==> config.mk <==
export PLATFORM = sky130hd
export DESIGN_NAME = vp9_svc_layer_selector_unit
export DESIGN_NICKNAME = d
export VERILOG_FILES = /design/src/sv/svcls_pkg.sv /design/src/sv/svcls_desc_decode.sv /design/src/sv/svcls_layer_ctrl.sv /design/src/sv/vp9_svc_layer_selector_unit.sv
export SDC_FILE = /design/constraint.sdc
export NUM_CORES = 1
export LEC_CHECK = 0
export ABC_AREA = 1
export BUFFER_PORTS_ARGS = -buffer_cell sky130_fd_sc_hd__buf_2
export CAP_MARGIN = 30
export CELL_PAD_IN_SITES_DETAIL_PLACEMENT = 1
export CELL_PAD_IN_SITES_GLOBAL_PLACEMENT = 2
export CORE_UTILIZATION = 29
export CTS_CLUSTER_SIZE = 10
export DETAILED_ROUTE_END_ITERATION = 6
export GPL_ROUTABILITY_DRIVEN = 0
export GPL_TIMING_DRIVEN = 0
export HOLD_SLACK_MARGIN = 0.06
export PLACE_DENSITY = 0.85
export SYNTH_ARGS = -nofsm -noshare
export SYNTH_HDL_FRONTEND = slang
export SYNTH_HIERARCHICAL = 1
export SYNTH_SLANG_ARGS = --single-unit
==> constraint.sdc <==
create_clock -name aclk -period 4.4 [get_ports aclk]
set_input_delay 1.32 -clock aclk [delete_from_list [all_inputs] [get_ports aclk]]
set_output_delay 1.32 -clock aclk [all_outputs]
set_load 0.02 [all_outputs]
==> src/sv/svcls_pkg.sv <==
// Package for the VP9 SVC layer selector: descriptor flag masks, register map,
// and the structs passed between the decoder, the layer controller and the top level.
// Depends on nothing.
`timescale 1ns / 1ps

package svcls_pkg;

    // Layer id width and the all-layers value loaded into the target registers at reset.
    localparam int unsigned LayerWidth  = 3;
    localparam int unsigned HeadWidth   = 32;
    localparam int unsigned SeqWidth    = 32;
    localparam int unsigned ApbAddrWidth = 3;
    localparam int unsigned ApbDataWidth = 32;

    localparam logic [LayerWidth-1:0] LayerAll = 3'd7;

    // Register indexes, selected by address bit 2.
    localparam logic RegTargetTemporal = 1'b0;
    localparam logic RegTargetSpatial  = 1'b1;

    // Descriptor byte 0 flag masks.
    localparam logic [7:0] FlagI = 8'h80;
    localparam logic [7:0] FlagP = 8'h40;
    localparam logic [7:0] FlagL = 8'h20;
    localparam logic [7:0] FlagB = 8'h08;
    localparam logic [7:0] FlagE = 8'h04;

    // Picture id M bit (two-byte picture id) and layer byte switch bit.
    localparam logic [7:0] PicIdLong = 8'h80;
    localparam logic [7:0] LayerSw   = 8'h10;

    // Fields of the descriptor that the layer decisions need.
    typedef struct packed {
        logic                  f_p;
        logic                  f_b;
        logic                  f_e;
        logic                  sw;
        logic [LayerWidth-1:0] tid;
        logic [LayerWidth-1:0] sid;
    } desc_t;

    // Outcome for one item.
    typedef struct packed {
        logic forwarded;
        logic frame_end_hit;
    } decision_t;

endpackage

==> src/sv/svcls_desc_decode.sv <==
// Descriptor decoder: extracts flags and layer ids from the first four payload bytes.
// Depends on svcls_pkg.
`timescale 1ns / 1ps

module svcls_desc_decode (
    input  logic [svcls_pkg::HeadWidth-1:0] head,
    output svcls_pkg::desc_t                desc
);
    import svcls_pkg::*;

    logic [7:0] byte0;
    logic [7:0] byte1;
    logic [7:0] layer_byte;

    assign byte0 = head[31:24];
    assign byte1 = head[23:16];

    // The layer byte follows the optional one- or two-byte picture id.
    always_comb begin
        if ((byte0 & FlagI) == 8'h00) begin
            layer_byte = head[23:16];
        end else if ((byte1 & PicIdLong) != 8'h00) begin
            layer_byte = head[7:0];
        end else begin
            layer_byte = head[15:8];
        end
    end

    // Layer fields read as zero when the layer byte is absent.
    always_comb begin
        desc.f_p = (byte0 & FlagP) != 8'h00;
        desc.f_b = (byte0 & FlagB) != 8'h00;
        desc.f_e = (byte0 & FlagE) != 8'h00;
        if ((byte0 & FlagL) != 8'h00) begin
            desc.sw  = (layer_byte & LayerSw) != 8'h00;
            desc.tid = layer_byte[7:5];
            desc.sid = layer_byte[3:1];
        end else begin
            desc.sw  = 1'b0;
            desc.tid = '0;
            desc.sid = '0;
        end
    end

endmodule

==> src/sv/svcls_layer_ctrl.sv <==
// Layer controller: current temporal and spatial layers, the drop counter,
// and the forward or drop decision for the item being processed.
// Depends on svcls_pkg.
`timescale 1ns / 1ps

module svcls_layer_ctrl (
    input  logic                             aclk,
    input  logic                             aresetn,
    input  logic                             advance,
    input  svcls_pkg::desc_t                 desc,
    input  logic [svcls_pkg::LayerWidth-1:0] target_temporal,
    input  logic [svcls_pkg::LayerWidth-1:0] target_spatial,
    output svcls_pkg::decision_t             decision,
    output logic [svcls_pkg::SeqWidth-1:0]   drop_count
);
    import svcls_pkg::*;

    logic [LayerWidth-1:0] cur_temporal_reg, cur_temporal_next;
    logic [LayerWidth-1:0] cur_spatial_reg, cur_spatial_next;
    logic [SeqWidth-1:0]   drop_count_reg, drop_count_next;
    logic                  temporal_drop;
    logic                  spatial_drop;

    // Temporal layer: upswitch on a switch point at frame start, downswitch at frame end.
    always_comb begin
        cur_temporal_next = cur_temporal_reg;
        if (target_temporal > cur_temporal_reg) begin
            if (desc.sw && desc.f_b && (desc.tid <= target_temporal)) begin
                cur_temporal_next = desc.tid;
            end
        end else if (target_temporal < cur_temporal_reg) begin
            if (desc.f_e) begin
                cur_temporal_next = target_temporal;
            end
        end
    end

    assign temporal_drop = cur_temporal_reg < desc.tid;

    // Spatial layer: step up by one at a frame start with no P flag, down at frame end.
    // It is left alone when the item is already dropped on its temporal layer.
    always_comb begin
        cur_spatial_next = cur_spatial_reg;
        if (!temporal_drop) begin
            if (target_spatial > cur_spatial_reg) begin
                if (!desc.f_p && desc.f_b && (cur_spatial_reg != LayerAll)
                    && (desc.sid == cur_spatial_reg + 3'd1)) begin
                    cur_spatial_next = desc.sid;
                end
            end else if (target_spatial < cur_spatial_reg) begin
                if (desc.f_e) begin
                    cur_spatial_next = target_spatial;
                end
            end
        end
    end

    assign spatial_drop = cur_spatial_reg < desc.sid;

    // Decision and drop counting.
    always_comb begin
        decision.forwarded     = !temporal_drop && !spatial_drop;
        decision.frame_end_hit = desc.f_e && (cur_spatial_next == desc.sid);
        drop_count_next        = drop_count_reg;
        if (temporal_drop || spatial_drop) begin
            drop_count_next = drop_count_reg + 32'd1;
        end
    end

    assign drop_count = drop_count_reg;

    // State registers advance once per processed item.
    always_ff @(posedge aclk) begin
        if (!aresetn) begin
            cur_temporal_reg <= '0;
            cur_spatial_reg  <= '0;
            drop_count_reg   <= '0;
        end else if (advance) begin
            cur_temporal_reg <= cur_temporal_next;
            cur_spatial_reg  <= cur_spatial_next;
            drop_count_reg   <= drop_count_next;
        end
    end

endmodule

==> src/sv/vp9_svc_layer_selector_unit.sv <==
// Top level of the VP9 SVC layer selector: stream ports, APB target registers,
// input and result registers. Depends on svcls_pkg, svcls_desc_decode, svcls_layer_ctrl.
`timescale 1ns / 1ps

// Takes one packet per item (descriptor head, extended sequence number, marker) and
// returns one decision per item: m_tuser says forward (1) or drop (0), m_tdata carries the
// rewritten sequence number and m_tlast the marker to send; both are zero for a dropped
// packet. An item passes an input register and then a result register. A new item is
// taken every cycle while m_tready is high; the layer state and drop counter update at the
// edge that loads the result register. Target registers at APB addresses 0 (temporal) and
// 4 (spatial) reset to 7 and should be written only while no items are in flight.
module vp9_svc_layer_selector_unit (
    input  logic                               aclk,
    input  logic                               aresetn,
    // Input items.
    input  logic                               s_tvalid,
    output logic                               s_tready,
    input  logic [63:0]                        s_tdata,  // [31:0] payload_head, [63:32] ext_seq
    input  logic                               s_tlast,  // rtp_marker
    // Result items.
    output logic                               m_tvalid,
    input  logic                               m_tready,
    output logic [31:0]                        m_tdata,  // [31:0] out_seq
    output logic                               m_tuser,  // [0] forwarded
    output logic                               m_tlast,  // out_marker
    // Configuration.
    input  logic                               psel,
    input  logic                               penable,
    input  logic                               pwrite,
    input  logic [svcls_pkg::ApbAddrWidth-1:0] paddr,
    input  logic [svcls_pkg::ApbDataWidth-1:0] pwdata,
    output logic [svcls_pkg::ApbDataWidth-1:0] prdata,
    output logic                               pready
);
    import svcls_pkg::*;

    logic [LayerWidth-1:0] target_temporal_reg;
    logic [LayerWidth-1:0] target_spatial_reg;
    logic                  cfg_write;

    logic                  in_valid_reg;
    logic [HeadWidth-1:0]  in_head_reg;
    logic [SeqWidth-1:0]   in_seq_reg;
    logic                  in_marker_reg;

    logic                  out_valid_reg;
    logic [SeqWidth-1:0]   out_seq_reg, out_seq_next;
    logic                  out_fwd_reg;
    logic                  out_marker_reg, out_marker_next;

    logic                  advance;
    logic [SeqWidth-1:0]   drop_count;
    desc_t                 desc;
    decision_t             decision;

    // APB register file.
    assign pready    = 1'b1;
    assign cfg_write = psel && penable && pwrite;

    always_ff @(posedge aclk) begin
        if (!aresetn) begin
            target_temporal_reg <= LayerAll;
            target_spatial_reg  <= LayerAll;
        end else if (cfg_write) begin
            unique case (paddr[2])
                RegTargetTemporal: target_temporal_reg <= pwdata[LayerWidth-1:0];
                RegTargetSpatial:  target_spatial_reg  <= pwdata[LayerWidth-1:0];
                default: ;
            endcase
        end
    end

    always_comb begin
        unique case (paddr[2])
            RegTargetTemporal: prdata = {{(ApbDataWidth-LayerWidth){1'b0}}, target_temporal_reg};
            RegTargetSpatial:  prdata = {{(ApbDataWidth-LayerWidth){1'b0}}, target_spatial_reg};
            default:           prdata = '0;
        endcase
    end

    // Handshake: the item in the input register moves on when the result register is free.
    assign advance  = in_valid_reg && (!out_valid_reg || m_tready);
    assign s_tready = !in_valid_reg || advance;

    // Input register.
    always_ff @(posedge aclk) begin
        if (!aresetn) begin
            in_valid_reg <= 1'b0;
        end else if (s_tready) begin
            in_valid_reg <= s_tvalid;
        end
    end

    always_ff @(posedge aclk) begin
        if (s_tvalid && s_tready) begin
            in_head_reg   <= s_tdata[31:0];
            in_seq_reg    <= s_tdata[63:32];
            in_marker_reg <= s_tlast;
        end
    end

    svcls_desc_decode u_decode (
        .head (in_head_reg),
        .desc (desc)
    );

    svcls_layer_ctrl u_ctrl (
        .aclk            (aclk),
        .aresetn         (aresetn),
        .advance         (advance),
        .desc            (desc),
        .target_temporal (target_temporal_reg),
        .target_spatial  (target_spatial_reg),
        .decision        (decision),
        .drop_count      (drop_count)
    );

    // Result fields; a dropped item carries zeros.
    always_comb begin
        if (decision.forwarded) begin
            out_seq_next    = in_seq_reg - drop_count;
            out_marker_next = in_marker_reg || decision.frame_end_hit;
        end else begin
            out_seq_next    = '0;
            out_marker_next = 1'b0;
        end
    end

    // Result register.
    always_ff @(posedge aclk) begin
        if (!aresetn) begin
            out_valid_reg <= 1'b0;
        end else if (advance) begin
            out_valid_reg <= 1'b1;
        end else if (m_tready) begin
            out_valid_reg <= 1'b0;
        end
    end

    always_ff @(posedge aclk) begin
        if (advance) begin
            out_seq_reg    <= out_seq_next;
            out_fwd_reg    <= decision.forwarded;
            out_marker_reg <= out_marker_next;
        end
    end

    assign m_tvalid = out_valid_reg;
    assign m_tdata  = out_seq_reg;
    assign m_tuser  = out_fwd_reg;
    assign m_tlast  = out_marker_reg;

endmodule

==> reports/results.ini <==
[drt]
wire_per_inst_um=14.6
vias=8086
drtAntennaViolNets=0
via_per_inst=4.49
wl_um=26200
dr.pass1.iters=5
drt-initial-drc-count=320
drcViolationCount=0

[clock_tree]
cts_root_buf=clkbuf_16
clock_sinks=139
clk_pin_slew_ns=0.07
insertion_delay_ns=0.45
h-tree-depth=4
cts.path.max_buffers=2
numCtsBuffers=17
cts_setup_buffers=0
cts.repair.resized=0
cts_tree=done
postCtsHoldBufs=0

[setup_path]
cp-endpoint=s_tready
worstReg2RegEnd=u_ctrl/drop_count[25]
critPathCaptureType=output port
start_kind=input port
crit_type=input port to output port
critPathLaunch=m_tready
cp_max_fo=3
reg2reg_from=in_head_reg[31]
required_ns=3.08
r2r_cells=16
worstPathArrival_ns=1.84
reg2reg_slack_ns=1.48

[sta]
max-slew-margin-rel_pct=52.7
worst_slew_pin_slew_ns=0.708
final-max-slew-violation-count=0
min_period_over_period_pct=71.8
setup_ws_ns=1.24
hold_viol=0
tns_ns=0
period_needed_ns=3.16
grt_setup_unrepaired=false
setup_viol=0
fin_skew_ns=0.0164
fmax_mhz=317

[finish]
final_nets=1548
diodes=0
utilization_pct=35.4
drive_gt1_share_pct=17.1
area_growth_pct=19.9
fin_cells=1801

[grt]
grt_pass1_wl_um=42200
grt_max_degree=32
grt_overflow=0
grt_antenna_before_repair=0
grt_pass1_vias=8285
track_usage_pct=17.4

[floorplan]
die_h_um=178
dieArea_um2=31800
start_util_pct=29.5
coreArea_um2=30600
pin_count=176
die_x_um=178
rows=64

[power]
pwr-share-seq_pct=41.9
switchingPower_mw=1.05
p_per_area_nw_per_um2=332
power.leakage_nw=5.11
pwr-share-clk_pct=41.1
irDropWorstVdd_mv=0.319
swShare_pct=29.1
pwr-share-comb_pct=17.0
power.internal_mw=2.54

[synth]
ys.warnings.count=6
netlist_area_um2=9030
synth_cells=1235
syn_area_per_cell_um2=7.31

[placement]
pre_cts_slack_ns=0.973
port_buffers=108
hpwlAfterDp_um=21400
dp.cells=1769

[outcome]
status=finished, final reports clean

[job]
cap_violations=0

[min_path]
hp-class=flip-flop to flip-flop

==> through the flow <==
| stage | hold WS (ns) | instance area [um^2] | total power [mW] |
|---|---|---|---|
| 2_1_floorplan | 0.440 | 9130 | 1.94 |
| 3_3_place_gp | 0.456 | 10200 | 2.13 |
| 4_1_cts | 0.486 | 10800 | 3.64 |
| 6_report | 0.480 | 10800 | 3.59 |
| 3_5_place_dp | 0.475 | 10200 | 2.15 |
| 5_1_grt | 0.502 | 10800 | 3.77 |
==> worst min-delay path by stage <==
stage | from | endpoint | slack (ns) | cells past startpoint
after floorplan | u_ctrl/cur_temporal_reg[0] | u_ctrl/cur_temporal_reg[0] | 0.44 | 2
after global placement | in_valid_reg | m_tvalid | 0.46 | 2
after detailed placement | u_ctrl/cur_temporal_reg[0] | u_ctrl/cur_temporal_reg[0] | 0.48 | 2
after CTS | u_ctrl/cur_temporal_reg[0] | u_ctrl/cur_temporal_reg[0] | 0.49 | 2
after global routing | u_ctrl/cur_temporal_reg[0] | u_ctrl/cur_temporal_reg[0] | 0.50 | 2
final | u_ctrl/cur_temporal_reg[0] | u_ctrl/cur_temporal_reg[0] | 0.48 | 2
==> worst max-delay path, cell delays in order <==
cell,delay (ns)
buf_2,0.09
inv_1,0.11
nand3_1,0.13
buf_2,0.19
==> layer usage <==
metal  wire [um]  share of wire, %  vias up  GRT usage [%]
li1            -                 -     4158              -
met1       12400                47     3768           22.0
met2       12600                48      130           29.8
met3         755               2.9       30           2.92
met4         466               1.8        0           5.69
met5           0                 0        -              0
==> power by group through the flow <==
stage | Combinational, mW | Clock, mW | Sequential (mW)
finish | 0.611 | 1.48 | 1.50
CTS | 0.617 | 1.51 | 1.51
floorplan | 0.393 | 0 | 1.55
global route | 0.693 | 1.56 | 1.51
global placement | 0.591 | 0 | 1.53
detailed placement | 0.614 | 0 | 1.53
==> layout by cell type (no fill, tap or decap), drive strengths merged, types with 2 or more instances in the layout <==
master,instances
nand2,386
inv,232
buf,149
nor2,125
edfxtp,93
nand3,76
a21oi,75
ha,48
dfxtp,46
o21ai,42
conb,30
nor3,29
clkbuf,29
and2,8
nand4,8
nand3b,4
xor2,3
xnor2,3
o21bai,3
clkinv,3
and3,2
o21a,2
nor3b,2
==> area by class of cell <==
type | count | area [um^2]
timing repair buffer | 110 | 581
multi-input combinational | 853 | 4260
inverter | 227 | 852
clock buffer | 24 | 536
sequential | 139 | 3710
fill | 3851 | 19800
tap | 396 | 495
clock inverter | 8 | 66.3
buffer | 44 | 322
No activity file was read; power rests on OpenSTA's default activity.
